--- src/hw/rtl/lrfs_pkg.sv ---
// shared types and constants for the lcd rectangle fill sequencer
package lrfs_pkg;

  // panel geometry
  localparam int PANEL_WIDTH  = 128;
  localparam int PANEL_HEIGHT = 128;

  // clipped width / height counts and total pixel count
  localparam int WDIM_W = $clog2(PANEL_WIDTH + 1);
  localparam int HDIM_W = $clog2(PANEL_HEIGHT + 1);
  localparam int PIX_W  = $clog2(PANEL_WIDTH * PANEL_HEIGHT + 1);

  localparam logic [15:0] PANEL_W16 = 16'(PANEL_WIDTH);
  localparam logic [15:0] PANEL_H16 = 16'(PANEL_HEIGHT);

  // two-entry queues, depth a power of two so the pointers wrap on their own
  localparam int Q_DEPTH = 2;
  localparam int Q_PTR_W = $clog2(Q_DEPTH);
  localparam int Q_CNT_W = $clog2(Q_DEPTH + 1);
  localparam logic [Q_CNT_W-1:0] Q_FULL_CNT = Q_CNT_W'(Q_DEPTH);

  // input opcodes
  localparam logic OP_START = 1'b0;
  localparam logic OP_PULL  = 1'b1;

  // result kinds
  localparam logic [1:0] KIND_BYTE   = 2'd0;
  localparam logic [1:0] KIND_IDLE   = 2'd1;
  localparam logic [1:0] KIND_ACCEPT = 2'd2;
  localparam logic [1:0] KIND_REJECT = 2'd3;

  // command classes from the front
  localparam logic [1:0] CLS_PULL  = 2'd0;
  localparam logic [1:0] CLS_START = 2'd1;
  localparam logic [1:0] CLS_BAD   = 2'd2;

  // panel command bytes
  localparam logic [7:0] CMD_CASET = 8'h2A;
  localparam logic [7:0] CMD_RASET = 8'h2B;
  localparam logic [7:0] CMD_RAMWR = 8'h2C;

  typedef struct packed {
    logic [1:0]       cls;
    logic [15:0]      x_start;
    logic [15:0]      x_end;
    logic [15:0]      y_start;
    logic [15:0]      y_end;
    logic [15:0]      color;
    logic [PIX_W-1:0] pix;
  } cmd_t;

  typedef struct packed {
    logic [7:0] out_byte;
    logic       is_command;
    logic [1:0] kind;
    logic       last_byte;
  } res_t;

endpackage

--- src/hw/rtl/lrfs_front.sv ---
// front: accepts requests, clips them to the panel and queues them for the back
module lrfs_front (
  input  logic              clk,
  input  logic              rst_n,
  input  logic              push,
  output logic              full,
  input  logic              in_opcode,
  input  logic [15:0]       in_rect_x,
  input  logic [15:0]       in_rect_y,
  input  logic [15:0]       in_rect_w,
  input  logic [15:0]       in_rect_h,
  input  logic [15:0]       in_fill_color,
  output logic              cmd_valid,
  output lrfs_pkg::cmd_t    cmd,
  input  logic              cmd_pop
);

  lrfs_pkg::cmd_t                  q_r [lrfs_pkg::Q_DEPTH];
  logic [lrfs_pkg::Q_PTR_W-1:0]    wr_ptr_r, wr_ptr_nxt;
  logic [lrfs_pkg::Q_PTR_W-1:0]    rd_ptr_r, rd_ptr_nxt;
  logic [lrfs_pkg::Q_CNT_W-1:0]    cnt_r, cnt_nxt;

  logic                            wr_en;
  logic                            bad;
  logic [16:0]                     x_sum, y_sum;
  logic [lrfs_pkg::WDIM_W-1:0]     w_clip;
  logic [lrfs_pkg::HDIM_W-1:0]     h_clip;
  logic [lrfs_pkg::WDIM_W+lrfs_pkg::HDIM_W-1:0] prod;
  lrfs_pkg::cmd_t                  cmd_in;

  assign full  = (cnt_r == lrfs_pkg::Q_FULL_CNT);
  assign wr_en = push && !full;

  // classify and clip
  always_comb begin
    bad = (in_rect_x >= lrfs_pkg::PANEL_W16) || (in_rect_y >= lrfs_pkg::PANEL_H16) ||
          (in_rect_w == 16'd0) || (in_rect_h == 16'd0);
    x_sum = {1'b0, in_rect_x} + {1'b0, in_rect_w};
    y_sum = {1'b0, in_rect_y} + {1'b0, in_rect_h};
    if (x_sum > {1'b0, lrfs_pkg::PANEL_W16}) begin
      w_clip = lrfs_pkg::WDIM_W'(lrfs_pkg::PANEL_W16 - in_rect_x);
    end else begin
      w_clip = in_rect_w[lrfs_pkg::WDIM_W-1:0];
    end
    if (y_sum > {1'b0, lrfs_pkg::PANEL_H16}) begin
      h_clip = lrfs_pkg::HDIM_W'(lrfs_pkg::PANEL_H16 - in_rect_y);
    end else begin
      h_clip = in_rect_h[lrfs_pkg::HDIM_W-1:0];
    end
    prod = (lrfs_pkg::WDIM_W+lrfs_pkg::HDIM_W)'(w_clip) *
           (lrfs_pkg::WDIM_W+lrfs_pkg::HDIM_W)'(h_clip);

    cmd_in.x_start = in_rect_x;
    cmd_in.x_end   = in_rect_x + 16'(w_clip) - 16'd1;
    cmd_in.y_start = in_rect_y;
    cmd_in.y_end   = in_rect_y + 16'(h_clip) - 16'd1;
    cmd_in.color   = in_fill_color;
    cmd_in.pix     = prod[lrfs_pkg::PIX_W-1:0];
    if (in_opcode == lrfs_pkg::OP_PULL) begin
      cmd_in.cls = lrfs_pkg::CLS_PULL;
    end else if (bad) begin
      cmd_in.cls = lrfs_pkg::CLS_BAD;
    end else begin
      cmd_in.cls = lrfs_pkg::CLS_START;
    end
  end

  always_comb begin
    wr_ptr_nxt = wr_en ? wr_ptr_r + 1'b1 : wr_ptr_r;
    rd_ptr_nxt = cmd_pop ? rd_ptr_r + 1'b1 : rd_ptr_r;
    cnt_nxt    = cnt_r + lrfs_pkg::Q_CNT_W'(wr_en) - lrfs_pkg::Q_CNT_W'(cmd_pop);
  end

  always_ff @(posedge clk) begin
    if (!rst_n) begin
      wr_ptr_r <= '0;
      rd_ptr_r <= '0;
      cnt_r    <= '0;
    end else begin
      wr_ptr_r <= wr_ptr_nxt;
      rd_ptr_r <= rd_ptr_nxt;
      cnt_r    <= cnt_nxt;
    end
  end

  always_ff @(posedge clk) begin
    if (wr_en) begin
      q_r[wr_ptr_r] <= cmd_in;
    end
  end

  assign cmd_valid = (cnt_r != '0);
  assign cmd       = q_r[rd_ptr_r];

  // a pop only ever takes a queued entry
  a_pop_nonempty: assert property (@(posedge clk) disable iff (!rst_n)
    cmd_pop |-> cnt_r != '0)
    else $error("command queue popped while empty");

  // a blocked push leaves the fill level alone unless the back pops
  a_full_hold: assert property (@(posedge clk) disable iff (!rst_n)
    (push && full && !cmd_pop) |=> $stable(cnt_r))
    else $error("command queue level changed on a blocked push");

endmodule

--- src/hw/rtl/lrfs_back.sv ---
// back: fill sequencer state and the result queue
module lrfs_back (
  input  logic           clk,
  input  logic           rst_n,
  input  logic           cmd_valid,
  input  lrfs_pkg::cmd_t cmd,
  output logic           cmd_pop,
  output logic           empty,
  input  logic           pop,
  output lrfs_pkg::res_t res_head
);

  // header steps, pixel phase after the last one
  localparam logic [3:0] ST_CASET = 4'd0;
  localparam logic [3:0] ST_XS_HI = 4'd1;
  localparam logic [3:0] ST_XS_LO = 4'd2;
  localparam logic [3:0] ST_XE_HI = 4'd3;
  localparam logic [3:0] ST_XE_LO = 4'd4;
  localparam logic [3:0] ST_RASET = 4'd5;
  localparam logic [3:0] ST_YS_HI = 4'd6;
  localparam logic [3:0] ST_YS_LO = 4'd7;
  localparam logic [3:0] ST_YE_HI = 4'd8;
  localparam logic [3:0] ST_YE_LO = 4'd9;
  localparam logic [3:0] ST_RAMWR = 4'd10;
  localparam logic [3:0] ST_PIXEL = 4'd11;

  logic                          busy_r, busy_nxt;
  logic [3:0]                    step_r, step_nxt;
  logic [lrfs_pkg::PIX_W-1:0]    pix_r, pix_nxt, pix_dec;
  logic                          low_r, low_nxt;
  logic [15:0]                   xs_r, xs_nxt, xe_r, xe_nxt;
  logic [15:0]                   ys_r, ys_nxt, ye_r, ye_nxt;
  logic [15:0]                   color_r, color_nxt;

  lrfs_pkg::res_t                res;
  lrfs_pkg::res_t                oq_r [lrfs_pkg::Q_DEPTH];
  logic [lrfs_pkg::Q_PTR_W-1:0]  oq_wr_r, oq_rd_r;
  logic [lrfs_pkg::Q_CNT_W-1:0]  oq_cnt_r;
  logic                          take, out_fire;

  assign take     = cmd_valid && (oq_cnt_r != lrfs_pkg::Q_FULL_CNT);
  assign cmd_pop  = take;
  assign empty    = (oq_cnt_r == '0);
  assign out_fire = pop && !empty;
  assign res_head = oq_r[oq_rd_r];

  always_comb begin
    busy_nxt  = busy_r;
    step_nxt  = step_r;
    pix_nxt   = pix_r;
    low_nxt   = low_r;
    xs_nxt    = xs_r;
    xe_nxt    = xe_r;
    ys_nxt    = ys_r;
    ye_nxt    = ye_r;
    color_nxt = color_r;
    pix_dec   = (pix_r != '0) ? pix_r - 1'b1 : pix_r;
    res       = '{out_byte: 8'd0, is_command: 1'b0, kind: lrfs_pkg::KIND_IDLE,
                  last_byte: 1'b0};
    case (cmd.cls)
      lrfs_pkg::CLS_BAD: begin
        res.kind = lrfs_pkg::KIND_REJECT;
      end
      lrfs_pkg::CLS_START: begin
        if (busy_r) begin
          res.kind = lrfs_pkg::KIND_REJECT;
        end else begin
          res.kind  = lrfs_pkg::KIND_ACCEPT;
          busy_nxt  = 1'b1;
          step_nxt  = ST_CASET;
          low_nxt   = 1'b0;
          pix_nxt   = cmd.pix;
          xs_nxt    = cmd.x_start;
          xe_nxt    = cmd.x_end;
          ys_nxt    = cmd.y_start;
          ye_nxt    = cmd.y_end;
          color_nxt = cmd.color;
        end
      end
      default: begin
        if (busy_r) begin
          res.kind = lrfs_pkg::KIND_BYTE;
          if (step_r != ST_PIXEL) begin
            step_nxt = step_r + 4'd1;
            case (step_r)
              ST_CASET: begin
                res.out_byte   = lrfs_pkg::CMD_CASET;
                res.is_command = 1'b1;
              end
              ST_XS_HI: res.out_byte = xs_r[15:8];
              ST_XS_LO: res.out_byte = xs_r[7:0];
              ST_XE_HI: res.out_byte = xe_r[15:8];
              ST_XE_LO: res.out_byte = xe_r[7:0];
              ST_RASET: begin
                res.out_byte   = lrfs_pkg::CMD_RASET;
                res.is_command = 1'b1;
              end
              ST_YS_HI: res.out_byte = ys_r[15:8];
              ST_YS_LO: res.out_byte = ys_r[7:0];
              ST_YE_HI: res.out_byte = ye_r[15:8];
              ST_YE_LO: res.out_byte = ye_r[7:0];
              default: begin
                res.out_byte   = lrfs_pkg::CMD_RAMWR;
                res.is_command = 1'b1;
              end
            endcase
          end else if (!low_r) begin
            low_nxt      = 1'b1;
            res.out_byte = color_r[15:8];
          end else begin
            low_nxt      = 1'b0;
            pix_nxt      = pix_dec;
            res.out_byte = color_r[7:0];
            if (pix_dec == '0) begin
              busy_nxt      = 1'b0;
              step_nxt      = ST_CASET;
              res.last_byte = 1'b1;
            end
          end
        end
      end
    endcase
  end

  always_ff @(posedge clk) begin
    if (!rst_n) begin
      busy_r <= 1'b0;
      step_r <= ST_CASET;
      pix_r  <= '0;
      low_r  <= 1'b0;
    end else if (take) begin
      busy_r <= busy_nxt;
      step_r <= step_nxt;
      pix_r  <= pix_nxt;
      low_r  <= low_nxt;
    end
  end

  always_ff @(posedge clk) begin
    if (take) begin
      xs_r    <= xs_nxt;
      xe_r    <= xe_nxt;
      ys_r    <= ys_nxt;
      ye_r    <= ye_nxt;
      color_r <= color_nxt;
    end
  end

  // result queue
  always_ff @(posedge clk) begin
    if (!rst_n) begin
      oq_wr_r  <= '0;
      oq_rd_r  <= '0;
      oq_cnt_r <= '0;
    end else begin
      if (take) begin
        oq_wr_r <= oq_wr_r + 1'b1;
      end
      if (out_fire) begin
        oq_rd_r <= oq_rd_r + 1'b1;
      end
      oq_cnt_r <= oq_cnt_r + lrfs_pkg::Q_CNT_W'(take) - lrfs_pkg::Q_CNT_W'(out_fire);
    end
  end

  always_ff @(posedge clk) begin
    if (take) begin
      oq_r[oq_wr_r] <= res;
    end
  end

  // the final byte of a fill leaves the sequencer idle
  a_last_ends: assert property (@(posedge clk) disable iff (!rst_n)
    (take && res.last_byte) |=> !busy_r && step_r == ST_CASET)
    else $error("sequencer still busy after last byte");

  // pixel phase always has pixels left to send
  a_pix_left: assert property (@(posedge clk) disable iff (!rst_n)
    (busy_r && step_r == ST_PIXEL) |-> pix_r != '0)
    else $error("pixel phase with no pixels left");

  // an accepted start only happens from idle
  a_accept_idle: assert property (@(posedge clk) disable iff (!rst_n)
    (take && res.kind == lrfs_pkg::KIND_ACCEPT) |-> !busy_r)
    else $error("start accepted while busy");

endmodule

--- src/hw/rtl/lcd_rect_fill_sequencer.sv ---
// top level of the lcd rectangle fill sequencer: front, command queue and back
// a request beat is registered in the command queue, then its result in the result queue, before the ports show it
// throughput: one beat per cycle while a request is queued and the result queue has room
// both sides are two-entry queues, which absorb a stall on either side until they fill
// reset is synchronous, active low: queues emptied, sequencer idle, no fill running
module lcd_rect_fill_sequencer (
  input  logic        clk,
  input  logic        rst_n,
  // request side
  input  logic        push,
  output logic        full,
  input  logic        in_opcode,
  input  logic [15:0] in_rect_x,
  input  logic [15:0] in_rect_y,
  input  logic [15:0] in_rect_w,
  input  logic [15:0] in_rect_h,
  input  logic [15:0] in_fill_color,
  // result side
  output logic        empty,
  input  logic        pop,
  output logic [7:0]  out_byte,
  output logic        out_is_command,
  output logic [1:0]  out_kind,
  output logic        out_last_byte
);

  // classified, clipped request waiting for the back
  logic           cmd_valid;
  lrfs_pkg::cmd_t cmd;
  logic           cmd_pop;
  // oldest result beat
  lrfs_pkg::res_t res_head;

  // front clips the rectangle and computes the pixel count
  lrfs_front u_front (
    .clk           (clk),
    .rst_n         (rst_n),
    .push          (push),
    .full          (full),
    .in_opcode     (in_opcode),
    .in_rect_x     (in_rect_x),
    .in_rect_y     (in_rect_y),
    .in_rect_w     (in_rect_w),
    .in_rect_h     (in_rect_h),
    .in_fill_color (in_fill_color),
    .cmd_valid     (cmd_valid),
    .cmd           (cmd),
    .cmd_pop       (cmd_pop)
  );

  // back walks the header bytes and the pixel stream
  lrfs_back u_back (
    .clk       (clk),
    .rst_n     (rst_n),
    .cmd_valid (cmd_valid),
    .cmd       (cmd),
    .cmd_pop   (cmd_pop),
    .empty     (empty),
    .pop       (pop),
    .res_head  (res_head)
  );

  // result fields straight from the head of the result queue
  assign out_byte       = res_head.out_byte;
  assign out_is_command = res_head.is_command;
  assign out_kind       = res_head.kind;
  assign out_last_byte  = res_head.last_byte;

endmodule
--- config.mk ---
export PLATFORM = sky130hd
export DESIGN_NAME = lcd_rect_fill_sequencer
export DESIGN_NICKNAME = d
export VERILOG_FILES = /design/src/hw/rtl/lrfs_pkg.sv /design/src/hw/rtl/lrfs_front.sv /design/src/hw/rtl/lrfs_back.sv /design/src/hw/rtl/lcd_rect_fill_sequencer.sv
export SDC_FILE = /design/constraint.sdc
export NUM_CORES = 1
export LEC_CHECK = 0
export ABC_AREA = 0
export BUFFER_PORTS_ARGS = -buffer_cell sky130_fd_sc_hd__buf_2
export CAP_MARGIN = 20
export CORE_ASPECT_RATIO = 1.1
export CORE_UTILIZATION = 55
export DETAILED_ROUTE_END_ITERATION = 8
export HOLD_SLACK_MARGIN = 0.06
export PLACE_DENSITY = 0.76
export SYNTH_ARGS = -nofsm -noshare
export SYNTH_HDL_FRONTEND = slang
export SYNTH_SLANG_ARGS = --single-unit
--- constraint.sdc ---
create_clock -name clk -period 12.1 [get_ports clk]
set_clock_uncertainty 0.1 [all_clocks]
set_input_delay 3.63 -clock clk [delete_from_list [all_inputs] [get_ports clk]]
set_output_delay 3.63 -clock clk [all_outputs]
set_load 0.005 [all_outputs]
Word level (Yosys, flattened, before mapping)
Memory sizes are Yosys's and may differ from the RTL's. A register that Yosys moved wholly into a read port is not among the register bits.
Index checks and enable logic that the tools add are counted.
W data, S select, Z words.
{"block": "word_totals", "mem_count": 2, "out_inout_bits": 14, "regBits": 109, "ram_bits": 218, "wordCells": 131}
{"name": "u_front.q_r", "words": 2, "word_bits": 97, "read_ports": 1, "rd_ports_with_merged_regs": 1, "write_ports": 1, "line_no": "lrfs_front.sv:18", "source": "lrfs_pkg::cmd_t q_r [lrfs_pkg::Q_DEPTH];"}
{"name": "u_back.oq_r", "words": 2, "word_bits": 12, "read_ports": 1, "rd_ports_with_merged_regs": 1, "write_ports": 1, "line_no": "lrfs_back.sv:36", "source": "lrfs_pkg::res_t oq_r [lrfs_pkg::Q_DEPTH];"}
{"block": "op_classes", "n_eq_ne": 16, "bitwise_logic": 2, "n_addsub": 18, "order_cmp": 4, "multipliers": 1, "reduce_logical": 26, "mux": 47}
{"op": "$pmux W8 S10", "n": 1}
{"op": "$mux W15", "n": 5}
{"op": "$add A16 B16 Y17", "n": 2}
{"op": "$gt A17 B8 Y1 const B", "n": 2}
{"op": "$add A16 B8 Y16", "n": 2}
{"op": "$ge A16 B8 Y1 const B", "n": 2}
{"op": "$logic_not A16 Y1", "n": 2}
{"op": "$mux W8", "n": 4}
{"op": "$sub A16 B1 Y16 const B", "n": 2}
{"op": "$pmux W15 S2", "n": 1}
{"op": "$mux W1", "n": 23}
{"op": "$mux W4", "n": 5}
{"op": "$eq A4 B3 Y1 const B", "n": 4}
{"op": "$sub A8 B8 Y8 const A", "n": 2}
{"op": "$logic_not A15 Y1", "n": 1}
{"op": "$mul A8 B8 Y15", "n": 1}
{"op": "$reduce_bool A15 Y1", "n": 1}
{"op": "$sub A15 B1 Y15 const B", "n": 1}
{"op": "$mux W12", "n": 1}
{"op": "$reduce_and A6 Y1", "n": 2}
{"op": "$mux W9", "n": 1}
{"op": "$eq A4 B2 Y1 const B", "n": 2}
{"op": "$eq A4 B4 Y1 const B", "n": 2}
{"op": "$pmux W4 S2", "n": 1}
{"op": "other kinds (25)", "n": 44}

Logic depth before layout (Yosys ltp)
Gate-level depths: netlist of run 1.
{"block": "logic_depth", "depth_word": 8, "ltp_mapped": 28, "depth_no_buf": 28}

By module
A second synthesis of run 1 with hierarchy kept.
{"block": "unflattened", "cells_unflattened": 1649, "hier_area_um2": 19192.2}
{"mod": "lrfs_front", "instances": 1, "seq_area_each_um2": 5925.7, "area_per_inst_um2": 13244.0, "cells_per_inst": 1158}
{"mod": "lrfs_back", "instances": 1, "seq_area_each_um2": 3643.5, "area_per_inst_um2": 5948.2, "cells_per_inst": 491}

Least setup slack after synthesis of run 1
No wires, ideal clock.
{"block": "synth_path", "kind": "input port to flip-flop", "from": "in in_rect_x[0]", "to": "mem u_front.q_r[0][13] (netlist name) (data pin)", "arrival_time_ns": 10.078, "cell_stages": 26, "path_slack_ns": 1.782, "n_path_buf": 0, "setup_ns": 0.140, "cell_sequence": "ha_1 > fa_1 > xor2_1 > a2111oi_0 > o21ai_1 > nor4b_2 > o2111ai_2 > nor4_4 > nand2_4 > mux2i_4 > or2_1 > fa_1 > fa_1 > inv_1 > fa_1 > inv_1 > fa_1 > inv_1 > ha_1 > a21boi_0 > o21ai_0 > a21boi_0 > o21ai_0 > a21boi_0 > or4_1 > nand3_1"}
{"item": "start: declaration", "line_no": "lcd_rect_fill_sequencer.sv:13", "source": "input logic [15:0] in_rect_x,"}
{"item": "end: declaration", "line_no": "lrfs_front.sv:18"}

==> impl_metrics.py, run 1 <==
metrics = {
    "clock_tree": {
        "hold_buffers": 0,
        "cts_buffers": 36,
        "post_cts_resize_count": 0,
        "post_cts_buffers": 0,
        "clk_pin_slew_ns": 0.06,
        "cts-root-buf": "clkbuf_16",
        "cts_tree": "built",
        "clock_path_buffers": 3,
        "clock-sinks": 329,
        "h-tree-depth": 2,
        "clock_latency_ns": 0.54,
    },
    "final_layout": {
        "antenna_cells": 0,
        "multiInputGateArea_mm2": 0.008600,
        "nets": 1953,
        "fin_util_pct": 62.01,
        "final_cell_mix": "edfxtp_1, inv_1, ha_1, nor2_1, mux2_2",
        "seqCellArea_mm2": 0.009573,
        "drive_gt1_share_pct": 17.33,
        "layout_commonest_cell": "edfxtp_1",
        "syn2layout_area_growth_pct": 11.44,
        "fill_cells": 2634,
    },
    "synthesis": {
        "yosys_warnings": 0,
        "synth-edff-count": 298,
        "synth_ff_type": "edfxtp_1",
        "yosysUniqueCellTypes": 90,
        "syn_nets": 1856,
        "syn_inst": 1596,
        "async_flop_share_pct": 0,
        "avgSynthCellArea_um2": 11.89,
        "ys_ff_latch": 329,
        "ys_seq_area_share_pct": 50.41,
        "synth_area_mm2": 0.01898,
    },
    "sta": {
        "finalHoldViolCount": 0,
        "setup_viol": 0,
        "finalCritPeriodShare_pct": 87.49,
        "finalSetupTns_ns": 0,
        "whs_ns": 0.3999,
        "tightest_slew_ns": 1.062,
        "max_slew_margin_pct": 29.23,
        "drv_slew": 0,
        "fin_ws_ns": 1.514,
        "max_freq_ghz": 0.09446,
        "rsz0062_at_grt": "false",
        "period_minus_slack_ns": 10.59,
    },
    "global_routing": {
        "grt_pass1_vias": 12620,
        "grt_antenna_before_repair": 2,
        "grt_util_all_layers_pct": 24.48,
        "grt-ovfl-total": 0,
        "grt_pass1_wl_um": 66530,
        "grt_max_degree": 81,
    },
    "setup_path": {
        "cp_common_cell": "fa_1",
        "slowest_delay_ns": 0.56,
        "crit_required_ns": 12.38,
        "worstPathMaxFanout": 9,
        "start_kind": "input port",
        "crit_type": "input port to flip-flop",
        "critPathSlowestCell": "fa_1",
        "crit_arrival_ns": 10.86,
        "end_kind": "flip-flop",
    },
    "run_status": {
        "violations": "design-rule violations",
        "status": "finished with violations",
    },
    "floorplanning": {
        "pin_count": 99,
        "num_rows": 71,
        "dieArea_mm2": 0.03526,
        "die_h_um": 196.8,
        "coreArea_mm2": 0.03411,
        "start_util_pct": 55.64,
        "die_w_um": 179.1,
    },
    "power_and_ir_drop": {
        "p_sw_w": 0.001289,
        "combPwrFrac_pct": 31.7,
        "p_leak_nw": 8.175,
        "irDropWorstVdd_mv": 0.1195,
        "internal_power_w": 0.002794,
        "clock_power_share_pct": 27.6,
        "cellPowerDensity_mw_per_mm2": 193.0,
        "seqPwrFrac_pct": 40.7,
        "p_sw_share_pct": 31.57,
    },
    "flow_run": {
        "drv_cap": 0,
    },
    "routing": {
        "route.vias.total": 12600,
        "routedWlPerCell_um": 19.54,
        "first_pass_iters": 8,
        "viasPerCell": 5.838,
        "antenna_left": 0,
        "routed_wl_um": 42170,
        "drt_iter0_markers": 957,
        "drc": 20,
    },
    "hold_path": {
        "hp-class": "flip-flop to flip-flop",
    },
    "place": {
        "dp_slack_ns": 1.049,
        "gp_congestion": 0.8926,
        "hpwl_um": 30180,
        "port_buffers": 98,
    },
}
## worst paths after layout
path | slack, ns | from | to | cells past startpoint
hold reg to reg | 0.40 | u_back.pix_r[7] | u_back.pix_r[7] | 1
hold / removal | 0.40 | u_back.pix_r[7] | u_back.pix_r[7] | 1
setup / recovery | 1.51 | in_rect_x[0] | u_front.q_r[1][13] | 27
setup reg to reg | 8.76 | flip-flop | u_back.pix_r[13] | 9
## per-stage QoR
stage | power [W] | instances | instance area, µm²
2_1_floorplan | 0.002630 | 1596 | 18980
3_3_place_gp | 0.002923 | 2091 | 19890
3_5_place_dp | 0.002969 | 2091 | 19890
4_1_cts | 0.004113 | 2156 | 21120
5_1_grt | 0.004325 | 2158 | 21150
6_report | 0.004083 | 2158 | 21150
## registers in the layout, summed over array words and instances, names as in the netlist, 15 cells and up, named ones only
| signal | flops |
|---|---|
| u_back.color_r | 16 |
| u_front.q_r | 194 |
| u_back.xs_r | 16 |
| u_back.ye_r | 16 |
| u_back.oq_r | 24 |
| u_back.pix_r | 15 |
| u_back.xe_r | 16 |
| u_back.ys_r | 16 |
## Yosys cell counts, types with 5 or more instances
library cell / count / share of area [%]
a22o_1: 5 / 0.23
a21o_1: 12 / 0.47
o211ai_1: 12 / 0.47
nor3b_1: 7 / 0.28
xnor2_1: 43 / 2.0
buf_1: 8 / 0.16
nor2b_1: 18 / 0.59
nor4_1: 15 / 0.49
a21oi_1: 58 / 1.5
dfxtp_1: 31 / 3.3
nor2_1: 122 / 2.4
or2_1: 15 / 0.49
a222oi_1: 6 / 0.32
mux2i_1: 25 / 1.3
o21bai_1: 8 / 0.32
clkbuf_1: 35 / 0.69
a31oi_1: 10 / 0.33
a221oi_1: 6 / 0.28
a21boi_0: 11 / 0.44
o21a_1: 8 / 0.32
mux2_2: 101 / 6.0
ha_1: 136 / 9.0
fa_1: 39 / 4.1
a22oi_1: 14 / 0.55
inv_1: 169 / 3.3
o41ai_1: 5 / 0.23
xor2_1: 23 / 1.1
or3_1: 8 / 0.26
nand2b_1: 8 / 0.26
o21ai_2: 6 / 0.28
a211oi_1: 16 / 0.63
and2_1: 19 / 0.63
a2111oi_0: 6 / 0.28
and3_1: 6 / 0.20
nand4_1: 5 / 0.16
o31ai_1: 5 / 0.20
edfxtp_1: 298 / 47
nand3_1: 25 / 0.66
o21ai_0: 62 / 1.6
mux2i_2: 6 / 0.44
nand3b_1: 5 / 0.20
o22ai_1: 9 / 0.30
nor3_1: 35 / 0.92
nand2_1: 60 / 1.2
## area by class of cell
| cell class | count | area share, % |
|---|---|---|
| inverter | 170 | 3.017 |
| clock inverter | 21 | 1.349 |
| tap | 438 | 2.591 |
| sequential | 329 | 45.26 |
| clock buffer | 44 | 4.448 |
| timing repair buffer | 106 | 2.685 |
| multi-input combinational | 1050 | 40.65 |
## kinds of logic (layout without fill, tap and decap cells)
group,Yosys count,after routing,synth area share [%]
flip-flops,329,329,50.41
buffers and inverters,217,341,4.364
XOR/XNOR,66,66,3.045
AO/OA/AOI/OAI,298,298,10.70
multiplexers,136,136,8.220
AND/OR/NAND/NOR,375,375,10.18
adder cells (fa/ha/maj),175,175,13.08
## per-layer routing
metal / wire [µm] / global-route usage, % / vias up
met4: 1096 / 7.532 / 2
met1: 17990 / 31.27 / 6129
met3: 2105 / 3.549 / 69
met5: 11 / 0 / -
met2: 20970 / 42.69 / 345
li1: - / - / 6053
## power by group through the flow
stage / Sequential, W / Clock (W) / Combinational, W
detailed placement: 0.00169 / 0 / 0.00128
CTS: 0.00167 / 0.00115 / 0.00130
global placement: 0.00168 / 0 / 0.00125
floorplan: 0.00165 / 0 / 0.000979
finish: 0.00166 / 0.00113 / 0.00129
global route: 0.00168 / 0.00119 / 0.00145
## critical path: cells and delay by family
kind | cells | cell delay [ns]
compound gates | 8 | 1.69
xor+xnor | 1 | 0.18
fa+ha+maj | 7 | 3.12
buf+inv | 4 | 0.30
mux | 1 | 0.29
simple gates | 6 | 1.62
Power figures use the tool's default switching activity.
==> run 2, diff against run 1 <==
--- a/config.mk
+++ b/config.mk
@@ -12,7 +12,7 @@
 export CORE_UTILIZATION = 55
 export DETAILED_ROUTE_END_ITERATION = 8
 export HOLD_SLACK_MARGIN = 0.06
-export PLACE_DENSITY = 0.76
+export PLACE_DENSITY = 0.79
 export SYNTH_ARGS = -nofsm -noshare
 export SYNTH_HDL_FRONTEND = slang
 export SYNTH_SLANG_ARGS = --single-unit
==> constraint.sdc (replaced) <==
create_clock -name clk -period 9.3 [get_ports clk]
set_clock_uncertainty 0.1 [all_clocks]
set_input_delay 2.79 -clock clk [delete_from_list [all_inputs] [get_ports clk]]
set_output_delay 2.79 -clock clk [all_outputs]
set_load 0.005 [all_outputs]
==> impl_metrics.py, run 2 (same netlist as run 1, synthesis figures left out) <==
metrics = {
    "power_and_ir_drop": {
        "seqPwrFrac_pct": 40.3,
        "combPwrFrac_pct": 35.0,
        "clock_power_share_pct": 24.6,
        "p_sw_w": 0.001702,
        "p_leak_nw": 8.700,
        "p_sw_share_pct": 31.75,
        "irDropWorstVdd_mv": 0.1454,
        "cellPowerDensity_mw_per_mm2": 242.9,
        "internal_power_w": 0.003659,
        "power_w": 0.005361,
    },
    "sta": {
        "setup_viol": 0,
        "tightest_slew_ns": 1.081,
        "finalCritPeriodShare_pct": 97.07,
        "period_minus_slack_ns": 9.028,
        "fin_ws_ns": 0.2721,
        "max_slew_margin_pct": 27.94,
        "rsz0062_at_grt": "true",
        "drv_slew": 0,
        "finalHoldViolCount": 0,
        "max_freq_ghz": 0.1108,
    },
    "routing": {
        "first_pass_iters": 8,
        "drt_iter0_markers": 1127,
        "antenna_left": 0,
        "routedWlPerCell_um": 19.09,
        "routed_wl_um": 43350,
        "viasPerCell": 5.852,
        "route.vias.total": 13290,
        "drc": 12,
    },
    "floorplanning": {
        "die_h_um": 196.8,
        "coreArea_mm2": 0.03411,
        "dieArea_mm2": 0.03526,
        "num_rows": 71,
        "die_w_um": 179.1,
        "pin_count": 99,
        "start_util_pct": 55.64,
    },
    "final_layout": {
        "layout_commonest_cell": "edfxtp_1",
        "final_cell_mix": "edfxtp_1, inv_1, ha_1, buf_4, nor2_1",
        "antenna_cells": 0,
        "nets": 2069,
        "largestRegisters": "u_front.q_r (194), u_back.oq_r (24)",
        "drive_gt1_share_pct": 23.95,
        "fin_cells": 2271,
        "syn2layout_area_growth_pct": 16.25,
        "top_register": "u_front.q_r",
        "final_cell_area_mm2": 0.02207,
        "largest_register_ffs": 194,
    },
    "clock_tree": {
        "h-tree-depth": 2,
        "cts_buffers": 35,
        "clock_path_buffers": 3,
        "hold_buffers": 0,
        "clock-sinks": 329,
        "cts-root-buf": "clkbuf_16",
        "clock_latency_ns": 0.52,
        "cts_tree": "built",
        "clk_pin_slew_ns": 0.06,
    },
    "setup_path": {
        "cp_common_cell": "fa_1",
        "critPathSlowestCell": "or4_4",
        "crit_type": "input port to flip-flop",
        "critPathTopFamily": "adder cells",
        "crit_arrival_ns": 9.19,
        "start_kind": "input port",
        "worstPathMaxFanout": 3,
        "slowest_delay_ns": 0.57,
        "cp_num_buf_inv": 5,
        "crit_required_ns": 9.46,
        "end_kind": "flip-flop",
    },
    "global_routing": {
        "grt_pass1_wl_um": 69210,
        "grt_util_all_layers_pct": 25.12,
        "grt_pass1_vias": 13570,
        "grt_max_degree": 81,
        "grt-ovfl-total": 0,
        "grt_antenna_before_repair": 1,
    },
    "flow_run": {
        "drv_cap": 0,
    },
    "place": {
        "hpwl_um": 31230,
        "gp_congestion": 0.9027,
        "placed_area_mm2": 0.02076,
        "port_buffers": 98,
        "dp.cells": 2205,
        "dp_slack_ns": -0.4244,
    },
    "hold_path": {
        "hp-class": "flip-flop to flip-flop",
    },
    "run_status": {
        "violations": "design-rule violations",
        "status": "finished with violations",
    },
}
[run 2: changes by cell type in the layout (fill, tap and decap cells not counted), sizes merged]
cell      before  now
clkinvlp       4    2
clkinv        12   11
inv          170  173
bufinv         5    2
buf          106  223
clkbuf        44   43
[run 2: power by group through the flow]
stage / clock (W) / combinational (W) / sequential [W]
after global routing: 0.00139 / 0.00209 / 0.00219
after detailed placement: 0 / 0.00178 / 0.00220
after CTS: 0.00134 / 0.00180 / 0.00217
after floorplan: 0 / 0.00128 / 0.00215
after global placement: 0 / 0.00173 / 0.00218
final: 0.00132 / 0.00188 / 0.00216
[run 2: path summary, 6_finish.rpt]
| check | endpoint | depth (start not counted) | slack, ns | from |
|---|---|---|---|---|
| min | u_back.pix_r[7] | 1 | 0.41 | u_back.pix_r[7] |
| max reg2reg | u_back.pix_r[13] | 10 | 5.11 | flip-flop |
| min reg2reg | u_back.pix_r[7] | 1 | 0.41 | u_back.pix_r[7] |
| max | u_front.q_r[1][13] | 28 | 0.27 | in_rect_w[0] |
[run 2: metal layers]
layer	wire length [µm]	vias up	part of all wire (%)	GRT usage [%]
li1	-	6271	-	-
met1	17990	6483	42	32.43
met2	21650	442	50	43.47
met3	2407	95	5.6	2.990
met4	1293	0	3.0	8.652
met5	0	-	0	0
[run 2: metrics by stage]
stage                     TNS [ns]  hold WS [ns]  util (%)
after floorplan                  0        0.3722         -
after global placement      -1.587        0.3814     60.86
after detailed placement    -3.137        0.3962     60.86
after CTS                        0        0.4093     64.01
after global routing       -0.1113        0.4327     64.69
final                            0        0.4060     64.69
[run 2: area by class of cell]
type	count	area, µm²
fillers	2541	12050
flip-flops and latches	329	9573
multi-input cells	1050	8751
repair buffers	223	1480
clock buffers	43	905.9
inverters	170	638.1
well taps	438	548.0
clock inverters	18	170.2
[run 2: what timing repair did]
action	in CTS	in global routing
gates resized for setup	0	42
setup endpoints to repair	0	10
buffers inserted	0	3
